File: src/rtl/swap_permutation_enumerator_core_macros.svh
// assertion macros for the swap permutation enumerator
`ifndef SWAP_PERMUTATION_ENUMERATOR_CORE_MACROS_SVH
`define SWAP_PERMUTATION_ENUMERATOR_CORE_MACROS_SVH

// same-cycle implication, checked out of reset
`define SPE_ASSERT_SAME(lbl, clk, rst_n, ante, cons, msg) \
  lbl: assert property (@(posedge clk) disable iff (!rst_n) (ante) |-> (cons)) \
    else $error(msg);

// next-cycle implication, checked out of reset
`define SPE_ASSERT_NEXT(lbl, clk, rst_n, ante, cons, msg) \
  lbl: assert property (@(posedge clk) disable iff (!rst_n) (ante) |=> (cons)) \
    else $error(msg);

`endif

File: src/rtl/spe_pkg.sv
// shared constants and types of the swap permutation enumerator
package spe_pkg;

  localparam int MAX_ELEMENTS = 8;
  localparam int IDX_W        = (MAX_ELEMENTS > 1) ? $clog2(MAX_ELEMENTS) : 1;
  localparam int N_W          = $clog2(MAX_ELEMENTS + 1);
  localparam int DATA_DEPTH   = 2 * MAX_ELEMENTS;
  localparam int DADDR_W      = IDX_W + 1;

  localparam int COUNT_W = 4;
  localparam int POS_W   = 3;
  localparam int VALUE_W = 16;

  localparam logic [COUNT_W-1:0] COUNT_RESET = COUNT_W'(8);

  localparam logic OP_LOAD    = 1'b0;
  localparam logic OP_ADVANCE = 1'b1;

  typedef struct packed {
    logic                      valid;
    logic signed [VALUE_W-1:0] value;
    logic [POS_W-1:0]          position;
    logic                      last;
    logic                      exhausted;
  } emit_t;

endpackage

File: src/rtl/spe_ram.sv
// generic single-write, single-read synchronous ram with registered read
module spe_ram #(
  parameter int WIDTH = 16,
  parameter int DEPTH = 16
) (
  input  logic                     clk,
  input  logic                     we,
  input  logic [$clog2(DEPTH)-1:0] waddr,
  input  logic [WIDTH-1:0]         wdata,
  input  logic                     re,
  input  logic [$clog2(DEPTH)-1:0] raddr,
  output logic [WIDTH-1:0]         rdata
);

  logic [WIDTH-1:0] mem_r [DEPTH];
  logic [WIDTH-1:0] rdata_r;

  always_ff @(posedge clk) begin
    if (we) begin
      mem_r[waddr] <= wdata;
    end
    if (re) begin
      rdata_r <= mem_r[raddr];
    end
  end

  assign rdata = rdata_r;

endmodule

File: src/rtl/spe_seq.sv
// sequencer: element/work ram, choice stack ram, backtracking walk and emission
module spe_seq (
  input  logic                               clk,
  input  logic                               rst_n,
  input  logic                               in_fire,
  input  logic                               in_opcode,
  input  logic [spe_pkg::POS_W-1:0]          in_position,
  input  logic signed [spe_pkg::VALUE_W-1:0] in_element_value,
  input  logic                               cfg_we,
  input  logic [spe_pkg::N_W-1:0]            n,
  input  logic                               out_free,
  output logic                               busy,
  output spe_pkg::emit_t                     emit
);
  import spe_pkg::*;

  localparam logic [2:0] S_IDLE = 3'd0;
  localparam logic [2:0] S_WALK = 3'd1;
  localparam logic [2:0] S_E0   = 3'd2;
  localparam logic [2:0] S_E1   = 3'd3;
  localparam logic [2:0] S_E2   = 3'd4;
  localparam logic [2:0] S_EXH  = 3'd5;

  logic [2:0]              state_r, state_nxt;
  logic                    started_r, started_nxt;
  logic                    done_r, done_nxt;
  logic [MAX_ELEMENTS-1:0] cvalid_r, cvalid_nxt;
  logic [MAX_ELEMENTS-1:0] wvalid_r, wvalid_nxt;
  logic [IDX_W-1:0]        lvl_r, lvl_nxt;
  logic [IDX_W-1:0]        k_r, k_nxt;
  logic [IDX_W-1:0]        c_r, c_nxt;
  logic [VALUE_W-1:0]      workk_r, workk_nxt;

  logic                    dwe, dre;
  logic [DADDR_W-1:0]      dwaddr, draddr;
  logic [VALUE_W-1:0]      dwdata, drdata;
  logic                    cwe, cre;
  logic [IDX_W-1:0]        cwaddr, craddr, cwdata, crdata;

  logic [IDX_W-1:0]        walk_val, emit_val, emit_c;
  logic                    last_k;

  spe_ram #(.WIDTH(VALUE_W), .DEPTH(DATA_DEPTH)) u_data_ram (
    .clk   (clk),
    .we    (dwe),
    .waddr (dwaddr),
    .wdata (dwdata),
    .re    (dre),
    .raddr (draddr),
    .rdata (drdata)
  );

  spe_ram #(.WIDTH(IDX_W), .DEPTH(MAX_ELEMENTS)) u_choice_ram (
    .clk   (clk),
    .we    (cwe),
    .waddr (cwaddr),
    .wdata (cwdata),
    .re    (cre),
    .raddr (craddr),
    .rdata (crdata)
  );

  // unwritten choice entries read as identity
  assign walk_val = cvalid_r[lvl_r] ? crdata : lvl_r;
  assign emit_val = cvalid_r[k_r] ? crdata : k_r;
  assign last_k   = (N_W'(k_r) == (n - N_W'(1)));
  assign emit_c   = (last_k || (N_W'(emit_val) >= n)) ? k_r : emit_val;
  assign busy     = (state_r != S_IDLE);

  always_comb begin
    state_nxt   = state_r;
    started_nxt = started_r;
    done_nxt    = done_r;
    cvalid_nxt  = cvalid_r;
    wvalid_nxt  = wvalid_r;
    lvl_nxt     = lvl_r;
    k_nxt       = k_r;
    c_nxt       = c_r;
    workk_nxt   = workk_r;
    dwe         = 1'b0;
    dwaddr      = '0;
    dwdata      = '0;
    dre         = 1'b0;
    draddr      = '0;
    cwe         = 1'b0;
    cwaddr      = '0;
    cwdata      = '0;
    cre         = 1'b0;
    craddr      = '0;
    emit        = '0;

    unique case (state_r)
      S_IDLE: begin
        if (cfg_we) begin
          started_nxt = 1'b0;
          done_nxt    = 1'b0;
        end
        if (in_fire) begin
          if (in_opcode == OP_LOAD) begin
            if (int'(in_position) < MAX_ELEMENTS) begin
              dwe    = 1'b1;
              dwaddr = {1'b0, IDX_W'(in_position)};
              dwdata = in_element_value;
            end
            started_nxt = 1'b0;
            done_nxt    = 1'b0;
          end else if (done_r) begin
            state_nxt = S_EXH;
          end else if (!started_r) begin
            started_nxt = 1'b1;
            cvalid_nxt  = '0;
            wvalid_nxt  = '0;
            k_nxt       = '0;
            state_nxt   = S_E0;
          end else if (n == N_W'(1)) begin
            done_nxt  = 1'b1;
            state_nxt = S_EXH;
          end else begin
            lvl_nxt   = IDX_W'(n - N_W'(2));
            cre       = 1'b1;
            craddr    = IDX_W'(n - N_W'(2));
            state_nxt = S_WALK;
          end
        end
      end
      S_WALK: begin
        if ((N_W'(walk_val) + N_W'(1)) < n) begin
          cwe    = 1'b1;
          cwaddr = lvl_r;
          cwdata = IDX_W'(N_W'(walk_val) + N_W'(1));
          for (int j = 0; j < MAX_ELEMENTS; j++) begin
            if (IDX_W'(j) < lvl_r) begin
              cvalid_nxt[j] = cvalid_r[j];
            end else begin
              cvalid_nxt[j] = (IDX_W'(j) == lvl_r);
            end
          end
          wvalid_nxt = '0;
          k_nxt      = '0;
          state_nxt  = S_E0;
        end else if (lvl_r == '0) begin
          done_nxt  = 1'b1;
          state_nxt = S_EXH;
        end else begin
          lvl_nxt = lvl_r - IDX_W'(1);
          cre     = 1'b1;
          craddr  = lvl_r - IDX_W'(1);
        end
      end
      S_E0: begin
        cre       = 1'b1;
        craddr    = k_r;
        dre       = 1'b1;
        draddr    = {wvalid_r[k_r], k_r};
        state_nxt = S_E1;
      end
      S_E1: begin
        c_nxt     = emit_c;
        workk_nxt = drdata;
        dre       = 1'b1;
        draddr    = {wvalid_r[emit_c], emit_c};
        state_nxt = S_E2;
      end
      S_E2: begin
        if (out_free) begin
          emit.valid     = 1'b1;
          emit.value     = drdata;
          emit.position  = POS_W'(k_r);
          emit.last      = last_k;
          dwe            = 1'b1;
          dwaddr         = {1'b1, c_r};
          dwdata         = workk_r;
          wvalid_nxt[c_r] = 1'b1;
          if (last_k) begin
            state_nxt = S_IDLE;
          end else begin
            k_nxt     = k_r + IDX_W'(1);
            state_nxt = S_E0;
          end
        end
      end
      S_EXH: begin
        if (out_free) begin
          emit.valid     = 1'b1;
          emit.exhausted = 1'b1;
          state_nxt      = S_IDLE;
        end
      end
      default: begin
        state_nxt = S_IDLE;
      end
    endcase
  end

  always_ff @(posedge clk) begin
    if (!rst_n) begin
      state_r   <= S_IDLE;
      started_r <= 1'b0;
      done_r    <= 1'b0;
      cvalid_r  <= '0;
      wvalid_r  <= '0;
      lvl_r     <= '0;
      k_r       <= '0;
    end else begin
      state_r   <= state_nxt;
      started_r <= started_nxt;
      done_r    <= done_nxt;
      cvalid_r  <= cvalid_nxt;
      wvalid_r  <= wvalid_nxt;
      lvl_r     <= lvl_nxt;
      k_r       <= k_nxt;
    end
  end

  always_ff @(posedge clk) begin
    c_r     <= c_nxt;
    workk_r <= workk_nxt;
  end

endmodule

File: src/rtl/swap_permutation_enumerator_core.sv
// top level: count register, input handshake, result register and checks
// each transaction: an accept, plus for an advance the walk and the emission
// walk: steps down the choice stack from level n-2, none for the first permutation
// a walk that runs out at level 0 sets done, then the exhausted answer is given
// emission: E0, E1, E2 per position (one read port on the data ram); out_stall holds E2
// reset: synchronous active low, clears control state and sets the count to 8; ram undefined
`include "swap_permutation_enumerator_core_macros.svh"

module swap_permutation_enumerator_core (
  input  logic                               clk,
  input  logic                               rst_n,
  input  logic                               in_valid,
  output logic                               in_stall,
  input  logic                               in_opcode,
  input  logic [spe_pkg::POS_W-1:0]          in_position,
  input  logic signed [spe_pkg::VALUE_W-1:0] in_element_value,
  output logic                               out_valid,
  input  logic                               out_stall,
  output logic signed [spe_pkg::VALUE_W-1:0] out_value,
  output logic [spe_pkg::POS_W-1:0]          out_position,
  output logic                               out_last_of_permutation,
  output logic                               out_exhausted,
  input  logic                               cfg_we,
  input  logic [spe_pkg::COUNT_W-1:0]        cfg_wdata
);
  import spe_pkg::*;

  logic [COUNT_W-1:0]        count_r;
  logic [N_W-1:0]            n_act;
  logic                      busy;
  logic                      in_fire;
  logic                      out_free;
  emit_t                     emit;
  logic                      out_valid_r;
  logic signed [VALUE_W-1:0] out_value_r;
  logic [POS_W-1:0]          out_position_r;
  logic                      out_last_r;
  logic                      out_exhausted_r;

  always_comb begin
    if (count_r == '0) begin
      n_act = N_W'(1);
    end else if (int'(count_r) > MAX_ELEMENTS) begin
      n_act = N_W'(MAX_ELEMENTS);
    end else begin
      n_act = N_W'(count_r);
    end
  end

  assign in_stall = busy;
  assign in_fire  = in_valid && !busy;
  assign out_free = !out_valid_r || !out_stall;

  spe_seq u_seq (
    .clk              (clk),
    .rst_n            (rst_n),
    .in_fire          (in_fire),
    .in_opcode        (in_opcode),
    .in_position      (in_position),
    .in_element_value (in_element_value),
    .cfg_we           (cfg_we),
    .n                (n_act),
    .out_free         (out_free),
    .busy             (busy),
    .emit             (emit)
  );

  always_ff @(posedge clk) begin
    if (!rst_n) begin
      count_r     <= COUNT_RESET;
      out_valid_r <= 1'b0;
    end else begin
      if (cfg_we) begin
        count_r <= cfg_wdata;
      end
      if (emit.valid) begin
        out_valid_r <= 1'b1;
      end else if (!out_stall) begin
        out_valid_r <= 1'b0;
      end
    end
  end

  always_ff @(posedge clk) begin
    if (emit.valid) begin
      out_value_r     <= emit.value;
      out_position_r  <= emit.position;
      out_last_r      <= emit.last;
      out_exhausted_r <= emit.exhausted;
    end
  end

  assign out_valid               = out_valid_r;
  assign out_value               = out_value_r;
  assign out_position            = out_position_r;
  assign out_last_of_permutation = out_last_r;
  assign out_exhausted           = out_exhausted_r;

  `SPE_ASSERT_NEXT(a_load_stays_idle, clk, rst_n,
                   in_fire && (in_opcode == OP_LOAD), !in_stall,
                   "load transaction left the block busy")
  `SPE_ASSERT_SAME(a_exhausted_clean, clk, rst_n, out_valid && out_exhausted,
                   !out_last_of_permutation && (out_value == '0) && (out_position == '0),
                   "exhausted result carries data")
  `SPE_ASSERT_SAME(a_position_in_range, clk, rst_n, out_valid && !out_exhausted,
                   N_W'(out_position) < n_act, "result position beyond element count")

endmodule
File: config.mk
export PLATFORM = sky130hd
export DESIGN_NAME = swap_permutation_enumerator_core
export DESIGN_NICKNAME = d
export VERILOG_FILES = /design/src/rtl/spe_pkg.sv /design/src/rtl/spe_ram.sv /design/src/rtl/spe_seq.sv /design/src/rtl/swap_permutation_enumerator_core.sv
export VERILOG_INCLUDE_DIRS = /design/src /design/src/rtl
export SDC_FILE = /design/constraint.sdc
export NUM_CORES = 1
export LEC_CHECK = 0
export BUFFER_PORTS_ARGS = -buffer_cell sky130_fd_sc_hd__buf_2
export CAP_MARGIN = 15
export CORE_MARGIN = 2
export CORE_UTILIZATION = 35
export DETAILED_ROUTE_END_ITERATION = 12
export GPL_ROUTABILITY_DRIVEN = 0
export PLACE_DENSITY = 0.52
export SLEW_MARGIN = 15
export SYNTH_ARGS = -nofsm -noshare
export SYNTH_HDL_FRONTEND = slang
export SYNTH_SLANG_ARGS = --single-unit
File: constraint.sdc
create_clock -name clk -period 4.1 [get_ports clk]
set_clock_uncertainty 0.15 [all_clocks]
set_input_delay 1.23 -clock clk [delete_from_list [all_inputs] [get_ports clk]]
set_output_delay 1.23 -clock clk [all_outputs]
set_load 0.05 [all_outputs]
==> results.json <==
{
  "fp-row-count": 77,
  "grt_pass1_vias": 9619,
  "core_sq_mm": 0.04451,
  "syn2layout_area_growth_pct": 19.22,
  "timing.fmax_mhz": 254.5,
  "drc_errors": 0,
  "critPathMaxFanout": 4,
  "required_ns": 4.27,
  "grtUsageTotal": 0.1743,
  "syn_inst": 1133,
  "wl_per_cell_um": 21.40,
  "outcome": "finished, final reports clean",
  "synth_ff_type": "edfxtp_1",
  "fill_cells": 4064,
  "peakVddDrop_mv": 0.2722,
  "diodes": 0,
  "ys_async_sr_fraction": 0,
  "drv_slew": 0,
  "cap_violations": 0,
  "synth_seq_cells": 371,
  "ys_warn_count": 0,
  "syn_area_per_cell_sq_um": 14.00,
  "synth_nets": 1181,
  "dp_slack_ns": -0.1825,
  "portBuffers": 51,
  "drive_gt1_frac": 0.2153,
  "grt_pass1_wl_um": 61150,
  "netlist_area_sq_mm": 0.01586,
  "grt.overflow.total": 0,
  "antenna_left": 0,
  "setup_violations": 0,
  "ys_seq_area_frac": 0.6823,
  "nNetsFinal": 1316,
  "relSlewSlack": 0.4597,
  "power_density_mw_per_mm2": 504.3,
  "drt_iter0_drc": 850,
  "post-route-period-util": 0.9583,
  "cts_root_buffer": "clkbuf_16",
  "hpwl_um": 26530,
  "grt_max_degree": 33,
  "antenna_found_initial": 1,
  "setup_slack_ns": 0.1708,
  "placed_area_sq_mm": 0.01749,
  "die_w_um": 216.9,
  "final.min_clock_period_ns": 3.929,
  "hold_viol": 0,
  "cts_tree": "done",
  "tns_ns": 0,
  "ys_types": 63,
  "final_area_sq_mm": 0.01891,
  "cts-htree-levels": 2,
  "clkLatencyLatePin_ns": 0.57,
  "numCtsBuffers": 40,
  "cp-start-kind": "flip-flop",
  "via_per_inst": 5.182,
  "clock-sinks": 371,
  "p_leak_nw": 7.130,
  "cts_buffer_depth": 3,
  "critPathArrivalTime_ns": 4.09,
  "hold_buffers": 0,
  "path_clk_slew_ns": 0.06,
  "dr.pass1.iters": 5,
  "die_area_sq_mm": 0.04703,
  "critPathCaptureType": "flip-flop",
  "worst_pin_slew_ns": 0.8061,
  "routed_wl_um": 40410,
  "initial_utilization": 0.3563,
  "die_h_um": 216.9,
  "critPathKind": "reg2reg",
  "hold_path_class": "reg2reg",
  "synth_edf_count": 339,
  "ioPinCount": 52,
  "vias": 9783
}
[registers in the layout (all words and copies together) (netlist names)]
signal                    flops
u_seq.u_data_ram.mem_r      256
u_seq.u_choice_ram.mem_r     24
out_value                    16
u_seq.u_data_ram.rdata       16
u_seq.workk_r                16
u_seq.cvalid_r                8
u_seq.wvalid_r                8
count_r                       4
out_position                  3
u_seq.c_r                     3
u_seq.k_r                     3
u_seq.lvl_r                   3
u_seq.state_r                 3
u_seq.u_choice_ram.rdata      3
out_exhausted                 1
out_last_of_permutation       1
out_valid                     1
u_seq.done_r                  1
u_seq.started_r               1
[cells in the mapped netlist, drive strengths merged (2+ instances only)]
cell type / number / area share
a311oi: 3 / 0.0017
nand2: 113 / 0.027
dfxtp: 32 / 0.040
a22oi: 5 / 0.0024
mux2i: 140 / 0.089
nand3b: 2 / 0.00095
xnor2: 3 / 0.0017
o211ai: 2 / 0.00095
nor2: 94 / 0.022
nand2b: 6 / 0.0024
or2: 2 / 0.00079
a22o: 16 / 0.0088
inv: 24 / 0.0057
edfxtp: 339 / 0.64
or4: 2 / 0.00095
a21oi: 63 / 0.020
a221oi: 14 / 0.0077
nand4: 2 / 0.00079
or3: 3 / 0.0012
a31oi: 7 / 0.0028
a21boi: 7 / 0.0033
nor3b: 3 / 0.0014
o32a: 2 / 0.0013
o22ai: 32 / 0.013
nor2b: 14 / 0.0055
a211o: 2 / 0.0011
a21o: 2 / 0.00095
o2111ai: 2 / 0.0011
mux2: 8 / 0.0057
and3: 4 / 0.0016
nand3: 9 / 0.0036
ha: 19 / 0.015
buf: 33 / 0.014
nor3: 28 / 0.0092
a32oi: 4 / 0.0022
mux4: 8 / 0.011
o21bai: 2 / 0.00095
a211oi: 3 / 0.0014
o21ai: 18 / 0.0064
and2: 22 / 0.0087
clkbuf: 28 / 0.0067
[placed cells by master (no fill, tap or decap), types with 8 or more instances in the layout]
cell type,n
mux4_2,8
nor2b_1,13
nand3_1,8
inv_1,24
edfxtp_1,339
dfxtp_1,29
clkbuf_1,8
nor2_1,82
buf_12,10
ha_1,19
a22o_1,16
a21oi_1,57
buf_4,87
clkinv_1,10
nor2_2,11
buf_2,51
nor3_2,11
nor3_1,16
a221oi_1,11
clkbuf_16,41
and2_1,22
o22ai_1,32
mux2i_1,134
o21ai_0,14
nand2_1,112
[repair_timing]
action	4_1_cts	5_1_grt
setup buffers	0	2
endpoints found under the setup margin	15	35
gates resized for setup	3	30
pin swaps	0	2
[final cells by class]
cell class	instances	area (sq um)	area share
multi-input combinational	677	4808	0.2543
tap	592	740.7	0.03918
clock inverter	20	196.4	0.01039
inverter	24	90.09	0.004765
timing repair buffer	154	1176	0.06221
sequential	371	10820	0.5725
clock buffer	50	1070	0.05659
[routing by layer]
metal | GRT usage | wire (um) | vias to the layer above
li1 | - | - | 4557
met1 | 0.2525 | 19230 | 4900
met2 | 0.2691 | 18040 | 259
met3 | 0.03117 | 2315 | 65
met4 | 0.04863 | 814 | 2
met5 | 0 | 9 | -
[where the power goes]
group          switching [mW]  internal [mW]  total, mW
clock network            1.49           2.05       3.54
registers              0.0954           4.45       4.54
logic                   0.970          0.485       1.46
[kinds of logic (layout without fill, tap and decap cells)]
kind of cell,after synthesis,after routing,synth area share
DFF,371,371,0.6823
and+or+nand+nor,306,306,0.08734
AOI/OAI and AO/OA,192,192,0.08064
muxes,156,156,0.1062
buffers and inverters,85,248,0.02627
adders and majority gates,19,19,0.01499
xor gates and xnor gates,4,4,0.002210
[per-stage QoR]
step / utilization / hold WS (ns) / cells / power [mW]
5_1_grt: 0.4247 / 0.3296 / 1888 / 9.904
2_1_floorplan: - / 0.2674 / 1133 / 5.458
4_1_cts: 0.4215 / 0.3253 / 1886 / 9.592
3_3_place_gp: 0.3929 / 0.3038 / 1816 / 6.033
3_5_place_dp: 0.3929 / 0.3075 / 1816 / 6.039
6_report: 0.4247 / 0.3185 / 1888 / 9.535
[worst max-delay path: stages (launching register included)]
cell and delay (ns):
dfxtp_1 0.31, buf_4 0.14, mux4_2 0.47, mux2i_2 0.21, buf_4 0.15, o22ai_1 0.10
ha_1 0.33, ha_1 0.27, or2_2 0.30, a31oi_2 0.24, a21oi_2 0.08, nand2_1 0.10
buf_4 0.14, nor2_1 0.06, a221o_1 0.36, mux2_2 0.29
[final timing paths]
check,slack (ns),start,endpoint,cells past startpoint
setup / recovery,0.17,u_seq.cvalid_r[7],u_seq.u_choice_ram.rdata[2],15
setup reg to reg,0.17,u_seq.cvalid_r[7],u_seq.u_choice_ram.rdata[2],15
hold reg to reg,0.32,u_seq.u_data_ram.rdata[14],u_seq.workk_r[14],0
hold / removal,0.32,u_seq.u_data_ram.rdata[14],u_seq.workk_r[14],0
(Power assumes the default switching activity.)
